$ cat config.mk
export PLATFORM = sky130hd
export DESIGN_NAME = pfde_queue
export DESIGN_NICKNAME = d
export VERILOG_FILES = /design/src/hdl/pfde_pkg.sv /design/src/hdl/pfde_queue.sv
export SDC_FILE = /design/constraint.sdc
export NUM_CORES = 1
export LEC_CHECK = 0
export BUFFER_PORTS_ARGS = -buffer_cell sky130_fd_sc_hd__buf_2
export CAP_MARGIN = 20
export CORE_MARGIN = 2
export CORE_UTILIZATION = 52
export CTS_CLUSTER_SIZE = 30
export DETAILED_ROUTE_END_ITERATION = 12
export PLACE_DENSITY = 0.79
export SLEW_MARGIN = 25
export SYNTH_ARGS = -nofsm -noshare
export SYNTH_HDL_FRONTEND = slang
export SYNTH_SLANG_ARGS = --single-unit
$ cat constraint.sdc
create_clock -name i_clk -period 4.1 [get_ports i_clk]
set_input_delay 0.205 -clock i_clk [delete_from_list [all_inputs] [get_ports i_clk]]
set_output_delay 0.205 -clock i_clk [all_outputs]
set_load 0.05 [all_outputs]
$ cat src/hdl/pfde_pkg.sv
// Package with shared types and constants for the page framebuffer draw engine.
package pfde_pkg;

    localparam int unsigned MaxWidth   = 128;
    localparam int unsigned MaxHeight  = 64;
    localparam int unsigned StoreDepth = MaxWidth * MaxHeight / 8;
    localparam int unsigned AddrW      = $clog2(StoreDepth);
    localparam int unsigned QDepth     = 2;

    localparam logic [2:0] CMD_SET  = 3'd0;
    localparam logic [2:0] CMD_GET  = 3'd1;
    localparam logic [2:0] CMD_FILL = 3'd2;
    localparam logic [2:0] CMD_LINE = 3'd3;
    localparam logic [2:0] CMD_BLIT = 3'd4;

    localparam logic [0:0] REG_WIDTH  = 1'd0;
    localparam logic [0:0] REG_HEIGHT = 1'd1;

    // Work kinds after classification in the front part.
    typedef enum logic [2:0] {
        K_NONE,
        K_PIX,
        K_FILL,
        K_LINE,
        K_BLIT
    } t_kind;

    typedef struct packed {
        t_kind             kind;
        logic              is_get;
        logic signed [7:0] xs;
        logic signed [7:0] ys;
        logic signed [7:0] xe;
        logic signed [7:0] ye;
        logic [7:0]        color;
        logic              blit_ok;
        logic [AddrW-1:0]  blit_addr;
        logic [7:0]        sprite_byte;
    } t_job;

    typedef enum logic [3:0] {
        S_IDLE,
        S_FRONT_DIV,
        S_FRONT_MUL,
        S_FRONT_PUSH,
        S_LINE_SETUP,
        S_LINE_STEP,
        S_PIX_ADDR,
        S_RD,
        S_WR,
        S_FILL,
        S_DONE
    } t_state;

endpackage

$ cat src/hdl/pfde_queue.sv
// Short job queue between the front and back parts.
module pfde_queue
    import pfde_pkg::*;
(
    input  logic  i_clk,
    input  logic  i_rst_n,
    input  logic  i_push,
    input  t_job  i_job,
    output logic  o_full,
    output logic  o_valid,
    output t_job  o_job,
    input  logic  i_pop
);

    t_job       r_mem [QDepth];
    logic [0:0] r_wp, r_rp;
    logic [1:0] r_cnt;

    assign o_full  = (r_cnt == 2'(QDepth));
    assign o_valid = (r_cnt != 2'd0);
    assign o_job   = r_mem[r_rp];

    always_ff @(posedge i_clk) begin
        if (!i_rst_n) begin
            r_wp <= '0;
            r_rp <= '0;
            r_cnt <= '0;
        end else begin
            if (i_push) r_wp <= r_wp + 1'b1;
            if (i_pop)  r_rp <= r_rp + 1'b1;
            r_cnt <= r_cnt + {1'b0, i_push} - {1'b0, i_pop};
        end
        if (i_push) r_mem[r_wp] <= i_job;
    end

    assert property (@(posedge i_clk) disable iff (!i_rst_n)
        !(i_push && o_full)) else $error("queue overflow");
    assert property (@(posedge i_clk) disable iff (!i_rst_n)
        !(i_pop && !o_valid)) else $error("queue underflow");
    assert property (@(posedge i_clk) disable iff (!i_rst_n)
        r_cnt <= 2'(QDepth)) else $error("queue count range");

endmodule

======== Yosys cells after proc, flatten, opt, wreduce, memory -nomap -nowiden ========
Memory sizes are Yosys's and may differ from the RTL's. A register that Yosys moved wholly into a read port is not among the register bits.
Cells that the tools add are included.
Widths: inputs -> output; s select.
word-level totals
  register bits after elaboration ......... 4
  memory bits (read-only) ................. 0
  bits in latches ......................... 0
  memories ................................ 1
  memory bits (writable) .................. 126
  output and inout port bits .............. 65
memories
  memory  depth  width  read ports  clocked after memory_dff  write ports  RTL line          text
  r_mem   2      63     1           1                         1            pfde_queue.sv:15  t_job r_mem [QDepth];
operators by class
  divide/modulo/power cells ............... 0
  shift-type cells ........................ 0
  multiplexer cells ....................... 4
  reduce and logical (&&, ||, !) cells .... 1
  magnitude comparators ................... 0
  equal/unequal tests ..................... 1
  bitwise logic cells ..................... 0
  $add $sub $neg .......................... 4
  multipliers ............................. 0
operators by type and width
  operator             number
  $mux 1               4
  $add 1x1->1 const B  2
  $add 2x1->2          1
  $eq 2x2->1 const B   1
  $reduce_bool 2->1    1
  $sub 2x1->2          1

======== Depth between registers and ports, before layout ========
  word-level depth ........................ 3
  depth in mapped cells ................... 6
  gate-level depth less buffers ........... 6

======== Worst setup path after synthesis ========
No wires, ideal clock.
  path kind ............................... reg-to-reg
  from .................................... register r_wp
  to ...................................... memory r_mem[0][0] (netlist name), enable pin
  cell stages (with the launch flop) ...... 2
  setup time .............................. 0.493 ns
  buffers on the path ..................... 0
  arrival ................................. 3.129 ns
  clock period less this slack ............ 3.622 ns
  data required time ...................... 3.607 ns
  setup slack ............................. 0.478 ns
  cells stage by stage .................... dfxtp_1 -> nor2b_1
RTL lines
  element                 RTL line          text
  start, declared         pfde_queue.sv:16  logic [0:0] r_wp, r_rp;
  start signal, assigned  pfde_queue.sv:29  if (i_push) r_wp <= r_wp + 1'b1;
  end, declared           pfde_queue.sv:15
Straight into the memory's write port.

==> results.toml <==
[clock_tree]
htree_levels = 4
cts_made_buffers = 17
path_clk_slew_ns = 0.05
root_buffer = "clkbuf_8"
clockBufferDepth = 2
numClockSinks = 131
clk_latency_ns = 0.50
ctsHoldBuffers = 64
cts_resized = 0
cts_setup_buffers = 0
cts_tree = "yes"

[sta]
holdWs_ns = 0.06402
final_max_slew_viol_count = 0
grt_setup_unrepaired = "false"
hold_viol_final = 0
setup_tns_ns = 0
tightest_slew_ns = 0.8835
max_freq_mhz = 430.1
slew_headroom = 0.4110
min_period_ns = 2.325
post-route-period-util = 0.5670
setup-violations-final = 0
clock-skew-final_ns = 0.007169

[synthesis]
yosys-top-cells-count = "edfxtp_1 (126), mux2_4 (60), buf_12 (6)"
synth_top_cell_by_area = "edfxtp_1"
synth-seq-cells = 131
synth_most_common_cell = "edfxtp_1"
syn-num-nets = 286
async_reset_ff_frac = 0
ys.flop_type = "edfxtp_1"
syn_area_per_cell_um2 = 23.40
synth-edff-count = 126
seq_area_frac_synth = 0.7649
netlist_instances = 217
netlist_top_cells_area = "edfxtp_1 (75%), mux2_4 (18%), buf_12 (2.4%), dfxtp_1 (2.0%), mux2_2 (0.67%)"
synth_warnings = 0
synth.distinct_cells = 14
synth_top_area_share = 0.7452
syn_area_um2 = 5077

[place]
dp_hpwl_um = 5054
dpl_cell_area_um2 = 5817
gp_congestion = 0.6738
dp.cells = 476
portBuffers = 131

[global_route]
grt_use_total = 0.1716
grt_pass1_wl_um = 13100
grt_max_degree = 64
overflow = 0
antenna_found_initial = 0
grt_pass1_vias = 2780

[final_layout]
drive_above_1_share = 0.5125
instances_no_fill = 572
diodes = 0
syn2layout_area_growth_pct = 38.15
fillerInstances = 612
final_area_um2 = 7014
multiInputGateArea_um2 = 1065
regArea_um2 = 3887
nNetsFinal = 495

[min_path]
min_from = "i_pop"
hp-class = "in2reg"
holdPathStages = 3

[outcome]
status = "completed"

[floorplanning]
die_h_um = 102.8
std_cell_rows = 36
coreArea_um2 = 9639
die_w_um = 102.8
die_area_um2 = 10570
start_util = 0.5267
ios = 132

[critical_path]
worst-endpoint-arrival_ns = 2.12
cp-end-kind = "output pin"
cp.required_ns = 3.89
worstReg2RegStart = "r_wp"
r2r_slack_ns = 2.17
r2r-end = "r_mem[0][19]"
crit_type = "reg2out"
cp_max_fo = 36
reg2reg_depth = 2
cp-start-kind = "flip-flop"

[pwr]
ir_drop_mv = 0.2811
power.leakage_nw = 2.836
power.total_mw = 3.584
powerDensity_nw_per_um2 = 511.0

[detailed_routing]
ant_nets = 0
via_per_inst = 4.703
vias = 2690
dr.first_iter.drc_count = 64
finalWirelength_um = 8853
firstDrtPassIters = 6
detail_route.wl_per_cell_um = 15.48
drc = 0

[flow_run]
cap_violations = 0
==> cell type report <==
cell class / instances / area share
Clock buffer: 26 / 0.06814
Multi-Input combinational cell: 77 / 0.1518
Timing Repair Buffer: 197 / 0.1898
Sequential cell: 131 / 0.5542
Inverter: 2 / 0.001070
Clock inverter: 6 / 0.01124
Tap cell: 133 / 0.02372
==> flip-flops by register name, summed over array words and instances (netlist names), named ones only <==
register,cells
r_rp,1
r_mem,126
r_wp,1
r_cnt,2
==> stage by stage <==
step / setup slack, ns / utilization
floorplan: 0.4780 / -
global placement: 2.095 / 0.6006
detailed placement: 2.084 / 0.6035
CTS: 1.722 / 0.7277
global route: 1.670 / 0.7277
finish: 1.775 / 0.7277
==> cell usage in the layout, fill, tap and decap left out, types with 4 or more instances in the layout <==
cell type      synthesis  final
edfxtp_1             126    126
clkbuf_16              0     16
mux2_4                60     60
clkbuf_1               0      6
buf_2                  0    131
dlygate4sd3_1          0     64
dfxtp_1                5      4
clkbuf_8               0      4
==> cells by family after synthesis <==
family | after synthesis | synth area share
AOI/OAI and AO/OA | 1 | 0.001479
xor gates and xnor gates | 2 | 0.006161
adders and majority gates | 2 | 0.004928
buffers and inverters | 9 | 0.02735
DFF | 131 | 0.7649
muxes | 63 | 0.1841
and+or+nand+nor | 9 | 0.01109
==> worst max-delay path, cell delays in order, from the launching register on <==
cell     delay [ns]
dfxtp_4        0.70
buf_16         0.32
mux2_2         0.37
buf_2          0.21
==> worst max-delay path by stage <==
stage | end
finish | o_job[51]
global route | o_job[51]
CTS | o_job[51]
detailed placement | r_mem[0][38]
global placement | o_job[51]
floorplan | r_mem[0][0]
==> layer usage <==
metal | global-route usage | vias to the layer above | part of all wire
met4 | 0.07287 | 0 | 0.0054
met3 | 0.05492 | 4 | 0.046
met2 | 0.3062 | 88 | 0.53
li1 | - | 1273 | -
met5 | 0 | - | 0
met1 | 0.1892 | 1325 | 0.41
==> report_power, final <==
group	internal, mW	total, mW	switching, mW
Sequential	1.55	1.59	0.0357
Combinational	0.232	0.604	0.372
Clock	0.908	1.39	0.487
Power figures use the tool's default switching activity.
