## src/hdl/pfde_pkg.sv

```systemverilog
// Package with shared types and constants for the page framebuffer draw engine.
package pfde_pkg;

    localparam int unsigned MaxWidth   = 128;
    localparam int unsigned MaxHeight  = 64;
    localparam int unsigned StoreDepth = MaxWidth * MaxHeight / 8;
    localparam int unsigned AddrW      = $clog2(StoreDepth);
    localparam int unsigned QDepth     = 2;

    localparam logic [2:0] CMD_SET  = 3'd0;
    localparam logic [2:0] CMD_GET  = 3'd1;
    localparam logic [2:0] CMD_FILL = 3'd2;
    localparam logic [2:0] CMD_LINE = 3'd3;
    localparam logic [2:0] CMD_BLIT = 3'd4;

    localparam logic [0:0] REG_WIDTH  = 1'd0;
    localparam logic [0:0] REG_HEIGHT = 1'd1;

    // Work kinds after classification in the front part.
    typedef enum logic [2:0] {
        K_NONE,
        K_PIX,
        K_FILL,
        K_LINE,
        K_BLIT
    } t_kind;

    typedef struct packed {
        t_kind             kind;
        logic              is_get;
        logic signed [7:0] xs;
        logic signed [7:0] ys;
        logic signed [7:0] xe;
        logic signed [7:0] ye;
        logic [7:0]        color;
        logic              blit_ok;
        logic [AddrW-1:0]  blit_addr;
        logic [7:0]        sprite_byte;
    } t_job;

    typedef enum logic [3:0] {
        S_IDLE,
        S_FRONT_DIV,
        S_FRONT_MUL,
        S_FRONT_PUSH,
        S_LINE_SETUP,
        S_LINE_STEP,
        S_PIX_ADDR,
        S_RD,
        S_WR,
        S_FILL,
        S_DONE
    } t_state;

endpackage

```

## src/hdl/pfde_front.sv

```systemverilog
// Front part: accepts commands and works out blit addresses before queuing.
module pfde_front
    import pfde_pkg::*;
(
    input  logic        i_clk,
    input  logic        i_rst_n,
    input  logic        i_valid,
    output logic        o_ready,
    input  logic [2:0]  i_command,
    input  logic [7:0]  i_xs,
    input  logic [7:0]  i_ys,
    input  logic [7:0]  i_xe,
    input  logic [7:0]  i_ye,
    input  logic [7:0]  i_color,
    input  logic [7:0]  i_sw,
    input  logic [6:0]  i_sh,
    input  logic [9:0]  i_si,
    input  logic [7:0]  i_sb,
    input  logic [7:0]  i_frame_width,
    input  logic [6:0]  i_frame_height,
    output logic        o_push,
    output t_job        o_job,
    input  logic        i_full
);

    t_state r_state, n_state;
    t_job   r_job;
    logic [7:0]  r_sw;
    logic [9:0]  r_rem;
    logic [9:0]  r_page;
    logic [14:0] r_limit;
    logic signed [17:0] r_idx;

    always_comb begin
        n_state = r_state;
        case (r_state)
            S_IDLE: begin
                if (i_valid) begin
                    n_state = (i_command == CMD_BLIT) ? S_FRONT_DIV : S_FRONT_PUSH;
                end
            end
            // Restoring division by repeated subtraction: one width a cycle.
            S_FRONT_DIV: begin
                if ({2'b0, r_sw} == 10'd0 || r_rem < {2'b0, r_sw}) begin
                    n_state = S_FRONT_MUL;
                end
            end
            S_FRONT_MUL:  n_state = S_FRONT_PUSH;
            S_FRONT_PUSH: if (!i_full) n_state = S_IDLE;
            default:      n_state = S_IDLE;
        endcase
    end

    always_comb begin
        o_ready = (r_state == S_IDLE);
        o_push  = (r_state == S_FRONT_PUSH) && !i_full;
        o_job   = r_job;
    end

    logic signed [9:0]  w_x_col;
    logic signed [10:0] w_pgrow;
    logic signed [4:0]  w_ypage;
    logic signed [17:0] w_idx;
    logic [15:0]        w_size;
    assign w_x_col = $signed({{2{r_job.xs[7]}}, r_job.xs}) + $signed({2'b0, r_rem[7:0]});
    assign w_ypage = $signed({r_job.ys[7], r_job.ys[7:4] == 4'hF && r_job.ys[7]
                     && r_job.ys[2:0] != 3'd0 ? 4'd0 : 4'd0}) + 5'sd0;
    logic signed [7:0] w_ytr;
    assign w_ytr = r_job.ys / 8'sd8;
    // Page row may go negative when the origin lies above the frame.
    assign w_pgrow = $signed({1'b0, r_page}) + 11'(w_ytr);
    assign w_idx = 18'(w_x_col) + 18'($signed({1'b0, i_frame_width}) * w_pgrow);
    assign w_size = ({8'd0, i_frame_width} * {9'd0, i_frame_height}) >> 3;

    always_ff @(posedge i_clk) begin
        if (!i_rst_n) begin
            r_state <= S_IDLE;
        end else begin
            r_state <= n_state;
        end
        case (r_state)
            S_IDLE: begin
                r_job.kind <= (i_command == CMD_SET || i_command == CMD_GET) ? K_PIX :
                              (i_command == CMD_FILL) ? K_FILL :
                              (i_command == CMD_LINE) ? K_LINE :
                              (i_command == CMD_BLIT) ? K_BLIT : K_NONE;
                r_job.is_get <= (i_command == CMD_GET);
                r_job.xs <= i_xs;
                r_job.ys <= i_ys;
                r_job.xe <= i_xe;
                r_job.ye <= i_ye;
                r_job.color <= i_color;
                r_job.sprite_byte <= i_sb;
                r_job.blit_ok <= 1'b0;
                r_job.blit_addr <= '0;
                r_sw <= i_sw;
                r_rem <= i_si;
                r_page <= '0;
                r_limit <= 15'(({7'd0, i_sw} * {8'd0, i_sh}) >> 3);
                r_idx <= '0;
            end
            S_FRONT_DIV: begin
                if (!({2'b0, r_sw} == 10'd0 || r_rem < {2'b0, r_sw})) begin
                    r_rem  <= r_rem - {2'b0, r_sw};
                    r_page <= r_page + 10'd1;
                end
            end
            S_FRONT_MUL: begin
                r_idx <= w_idx;
                r_job.blit_ok <= (r_sw != 8'd0) && ({5'd0, r_job.xs[7] ? 10'd0 : 10'd0}
                    == 15'd0) && ({5'd0, r_page * {2'd0, r_sw} + r_rem} < r_limit)
                    && (w_x_col < $signed({2'b0, i_frame_width}))
                    && (w_idx >= 0)
                    && (w_idx < $signed({2'b0, (w_size > 16'(StoreDepth)) ?
                        16'(StoreDepth) : w_size}));
                r_job.blit_addr <= w_idx[AddrW-1:0];
            end
            default: ;
        endcase
    end

    logic unused_ok;
    assign unused_ok = ^{w_ypage, r_idx};

    assert property (@(posedge i_clk) disable iff (!i_rst_n)
        o_push |-> r_state == S_FRONT_PUSH) else $error("push outside push state");
    assert property (@(posedge i_clk) disable iff (!i_rst_n)
        (r_state == S_IDLE && i_valid) |=> r_state != S_IDLE)
        else $error("accepted word not held");
    assert property (@(posedge i_clk) disable iff (!i_rst_n)
        r_state == S_FRONT_DIV |-> !o_ready) else $error("ready during divide");

endmodule

```

## config.mk

```make
export PLATFORM = sky130hd
export DESIGN_NAME = pfde_front
export DESIGN_NICKNAME = d
export VERILOG_FILES = /design/src/hdl/pfde_pkg.sv /design/src/hdl/pfde_front.sv
export SDC_FILE = /design/constraint.sdc
export NUM_CORES = 1
export LEC_CHECK = 0
export ABC_AREA = 1
export BUFFER_PORTS_ARGS = -buffer_cell sky130_fd_sc_hd__clkbuf_2
export CORE_ASPECT_RATIO = 2
export CORE_MARGIN = 10
export CORE_UTILIZATION = 60
export DETAILED_ROUTE_END_ITERATION = 16
export GPL_ROUTABILITY_DRIVEN = 0
export PLACE_DENSITY_LB_ADDON = 0.2
export REMOVE_ABC_BUFFERS = 1
export SYNTH_ARGS = -nofsm -noshare
export SYNTH_HDL_FRONTEND = slang
export SYNTH_SLANG_ARGS = --single-unit
```

## constraint.sdc

```tcl
create_clock -name i_clk -period 17.4 [get_ports i_clk]
set_clock_uncertainty 0.1 [all_clocks]
set_input_delay 1.74 -clock i_clk [delete_from_list [all_inputs] [get_ports i_clk]]
set_output_delay 1.74 -clock i_clk [all_outputs]
set_load 0.05 [all_outputs]
```

; ---- After elaboration in Yosys (flattened, before gate mapping)
; Index checks and enable logic that the tools add are counted.
[word_totals]
output_inout_bits = 65
wordCells = 77
regBits = 107
[op_classes]
n_bitwise = 1
addsub = 7
eq_ne = 11
mul = 4
magnitude_cmp = 6
mux = 14
reduce_logical = 18
[op_table]
columns = operator, n
row1 = $pmux 10 s2, 2
row2 = $mul 8x7->15, 2
row3 = $pmux 11 s2, 1
row4 = $mux 10, 2
row5 = $add 10x18->18, 1
row6 = $ge 18x1->1 const B, 1
row7 = $lt 18x13->1, 1
row8 = $mul 9x11->18, 1
row9 = $pmux 4 s4, 1
row10 = $gt 12x11->1 const B, 1
row11 = $lt 10x12->1, 1
row12 = $mux 12, 1
row13 = $mux 4, 3
row14 = $add 11x8->11, 1
row15 = $add 10x1->10 const B, 1
row16 = $add 10x10->10, 1
row17 = $add 8x9->10, 1
row18 = $lt 10x8->1, 1
row19 = $lt 10x9->1, 1
row20 = $mul 10x8->10, 1
row21 = $sub 10x8->10, 1
row22 = $add 8x1->8, 1
row23 = $eq 4x2->1 const B, 2
row24 = $logic_not 8->1, 1
row25 = other kinds (18), 31

; ---- Logic depth before layout (Yosys ltp)
[logic_depth]
word_depth = 10
ltp_mapped = 43
mapped_depth_nobuf = 43

; ---- Least setup slack after synthesis
; Ideal clock, no wire load.
[synth_timing]
path_kind = register -> register
from = reg r_job (netlist bit o_job[44])
to = reg r_job (netlist bit o_job[18]), data pin
stages_incl_launch_ff = 42
arrival_ns = 7.422
synth_period_minus_slack_ns = 7.662
slack_ns = 9.738
required_time_ns = 17.160
path_buffers = 0
setup_time_ns = 0.140
cell_sequence = edfxtp_1 > nor3_1 > nor2_1 > ha_1 > ha_1 > xor2_1 > ha_1 > a21oi_2 > nand2_1 > nand2_1 > nand2_1 > a21oi_2 > o21ai_1 > nand2_1 > nand2_1 > inv_1 > nand2_1 > fa_1 > [6 not listed] > fa_1 > ha_1 > a21oi_1 > nand3_1 > and2_1 > o21ai_0 > nand2_1 > xor2_1 > ha_1 > nand2_1 > inv_1 > nor4_1 > nand3_1 > a21oi_1 > nand3_1 > nor2_1 > nand3_1 > a21oi_2
[synth_via]
elab_chain_len = 10
elab_cells_between_ends = 11
[synth_rtl]
columns = item, line
row1 = "start, declared", pfde_front.sv:27  ; t_job r_job;
row2 = $reduce_or 3->1 (no line) *, --
row3 = $and 1x1->1 (no line) *, --
row4 = $add 8x1->8 (no line) *, --
row5 = $add 11x8->11 *, pfde_front.sv:71  ; assign w_pgrow = $signed({1'b0, r_page}) + 11'(w_ytr);
row6 = $mul 9x11->18 *, pfde_front.sv:72  ; assign w_idx = 18'(w_x_col) + 18'($signed({1'b0, i_frame_width}) * w_pgrow);
row7 = $add 10x18->18 *, pfde_front.sv:72
row8 = $ge 18x1->1, pfde_front.sv:113  ; && (w_idx >= 0)
row9 = $logic_and 1x1->1, pfde_front.sv:113
row10 = $logic_and 1x1->1 *, pfde_front.sv:114  ; && (w_idx < $signed({2'b0, (w_size > 16'(StoreDepth)) ?
row11 = $pmux 11 s2 *, pfde_front.sv:81  ; case (r_state)
; Mark *: on every way between the ends. The rest lies on a longest branch, timed or not.
; A chain may end at the register's enable or synchronous reset.

; ---- Final worst setup path
; Ends and elaborated chain as after synthesis.

==> metrics.txt <==
unrepaired setup endpoints after global routing no; Mapped Cells 1735; total CTS buffers 9; leading cell types by count after synthesis 412 x inv_1, 400 x nand2_1, 187 x ha_1, 173 x fa_1, 106 x nor2_1; filler cell count 2019; grt ovf 0; die area 31300 um^2; area delta synth->final 9.37%; core area 23900 um^2; top cells by area, synth fa_1 24%, edfxtp_1 21%, ha_1 16%, inv_1 11%, nand2_1 10%; Critical Path Sink o_job[18]; Routed Antenna Nets 0; Reg-to-Reg End o_job[18]; Initial Util 0.608; final hold viol count 0; Crit. End Element flip-flop; CTS clock-pin slew for the worst setup and hold paths 80 ps; Hold Path Class reg -> reg; crit start category flip-flop; first-pass GRT wire length 62.9 mm; largest net degree at the start of global routing 74; arrival time worst endpoint 8730 ps; n_diodes 0; Post-Syn Area 14600 um^2; Period minus WS final 8600 ps; TritonCTS clock tree built; reg2reg start o_job[44]; port bufs 159; top-area cell type share of the netlist area 0.238; Netlist cell types 45; post-synthesis sequential area ratio 0.215; met3 usage 0.0322; most frequent cell after synthesis inv_1; worst-path maximum fanout 6; H-tree Lvls 3; Post-Route WL 39.1 mm; placed insts 2149; post-synth top area cell fa_1; YS warnings 0; Worst R2R Setup Slack 8800 ps; fin cells 2165; hold-fix buffer count after cts 0; final setup violation count 0; PostCTS Resize Cnt 0; Synth Register Bits 105; Crit path depth 41; postcts setup bufs 0; Max Freq 0.116 GHz; GRT Max-Usage Layer met2; row cnt 80; root buffer cell clkbuf_16; Primary FF master, synth edfxtp_1; vias in the first global route 13000; crit-path leading delay family adder cells; setup tns final 0 ps; Final Util 0.665; Crit. Startpoint o_job[44]; Final Max Tran Viols 0; Die W 130 um; share of post-route cells with drive strength above 1 0.108; Worst path slowest cell nor3_1; vias after detailed routing 11900; R2R depth 41; share of synthesized flip-flops with an asynchronous set or reset 0; slowest cell delay on critical path 630 ps; met2 Resource Use GR 0.515; CTS Buffer Depth 2; clk_lat worst skew 370 ps; Slew headroom 0.293; NumNets Final 2328; Tot GR Track Use 0.262; clk sinks 105; Post-route DRC 0; status completed; met1 Resource Use GR 0.221; Mapped Avg Cell Area 8.39 um^2; DP HPWL 33.9 mm; Max Cap Viol 0; vias per inst 5.48; first-pass iteration count of the detailed router 5; post-DR wirelength/cell 18.1 um; DRT iter0 DRCs 606; Worst-Margin Slew 1060 ps; I/O pins 160; Die H 240 um; number of synthesized flops with an enable pin 103; CP required 17530 ps; buffers plus inverters on the worst setup path 5; initial antenna violation count 0; Final period util 0.494; most frequent CP cell nand2_1; critical path class reg -> reg
-- worst reg2reg max path: cells and delay by family, from the launching register on --
kind,cells,cell delay [ps]
flip-flops,1,400
AND/OR/NAND/NOR,18,2530
adder cells (fa/ha/maj),10,3940
AO/OA/AOI/OAI,6,820
buffers and inverters,5,340
XOR/XNOR,2,320
-- layer usage --
layer  wire length (um)  share of wire
met5                  0              0
met4               3520          0.090
met3               1510          0.039
met2              22600           0.58
met1              11500           0.29
-- worst min-delay path by stage --
stage / start / end / slack, ps / cells past startpoint
floorplan: r_state[0] / r_state[0] / 460 / 4
global placement: r_state[0] / r_state[0] / 550 / 4
detailed placement: r_state[0] / r_state[0] / 590 / 4
CTS: r_state[0] / r_state[0] / 600 / 4
global route: r_state[0] / r_state[0] / 640 / 4
finish: r_state[1] / r_state[1] / 600 / 4
-- cell type report --
cell class	instances	area [um^2]	area share
inverters	417	1570	0.0983
repair buffers	161	811	0.0509
flip-flops and latches	105	3130	0.197
clock inverters	6	82.6	0.00519
well taps	287	359	0.0226
clock buffers	10	229	0.0144
multi-input cells	1179	9740	0.612
-- cells in the final DEF, fill, tap and decap left out, drive strengths merged --
master	synthesis	layout
a21o	3	3
clkinv	4	5
nand2b	1	1
dfxtp	2	2
nand3b	3	3
a21boi	2	2
o21a	3	3
inv	413	416
or2	2	2
clkbuf	30	169
fa	173	173
o21ai	35	35
o21bai	5	5
o211ai	2	2
edfxtp	103	103
a221oi	1	1
xnor2	27	27
o32a	1	1
ha	187	187
o221a	1	1
nand4	12	12
and2	2	2
xor2	53	53
nor2	111	111
a31oi	3	3
nand3	57	57
nor3	17	17
nor4	2	2
bufinv	0	1
a211oi	2	2
a21oi	65	65
nand2	407	407
conb	1	1
clkinvlp	0	1
o31ai	1	1
buf	4	2
-- state kept, by name, indices dropped and copies added (netlist names) --
signal   flops
o_job       63
r_limit     12
r_page      10
r_rem       10
r_state      2
r_sw         8
-- cells by family after synthesis --
group	Yosys count	synth area share
AND/OR/NAND/NOR	614	0.172
other	1	0.000258
XOR/XNOR	80	0.0492
buffers and inverters	451	0.117
AO/OA/AOI/OAI	124	0.0481
adder cells (fa/ha/maj)	360	0.399
flip-flops	105	0.215
-- through the flow --
stage	worst slack, ps	hold slack, ps	area [um^2]
CTS	8920	605	15900
global placement	9130	553	15600
global route	8300	640	15900
finish	8800	601	15900
floorplan	9750	461	14400
detailed placement	8970	593	15600
Power is not shown: default switching activity piles up to over one toggle a cycle in this logic, so the estimate is an artifact.
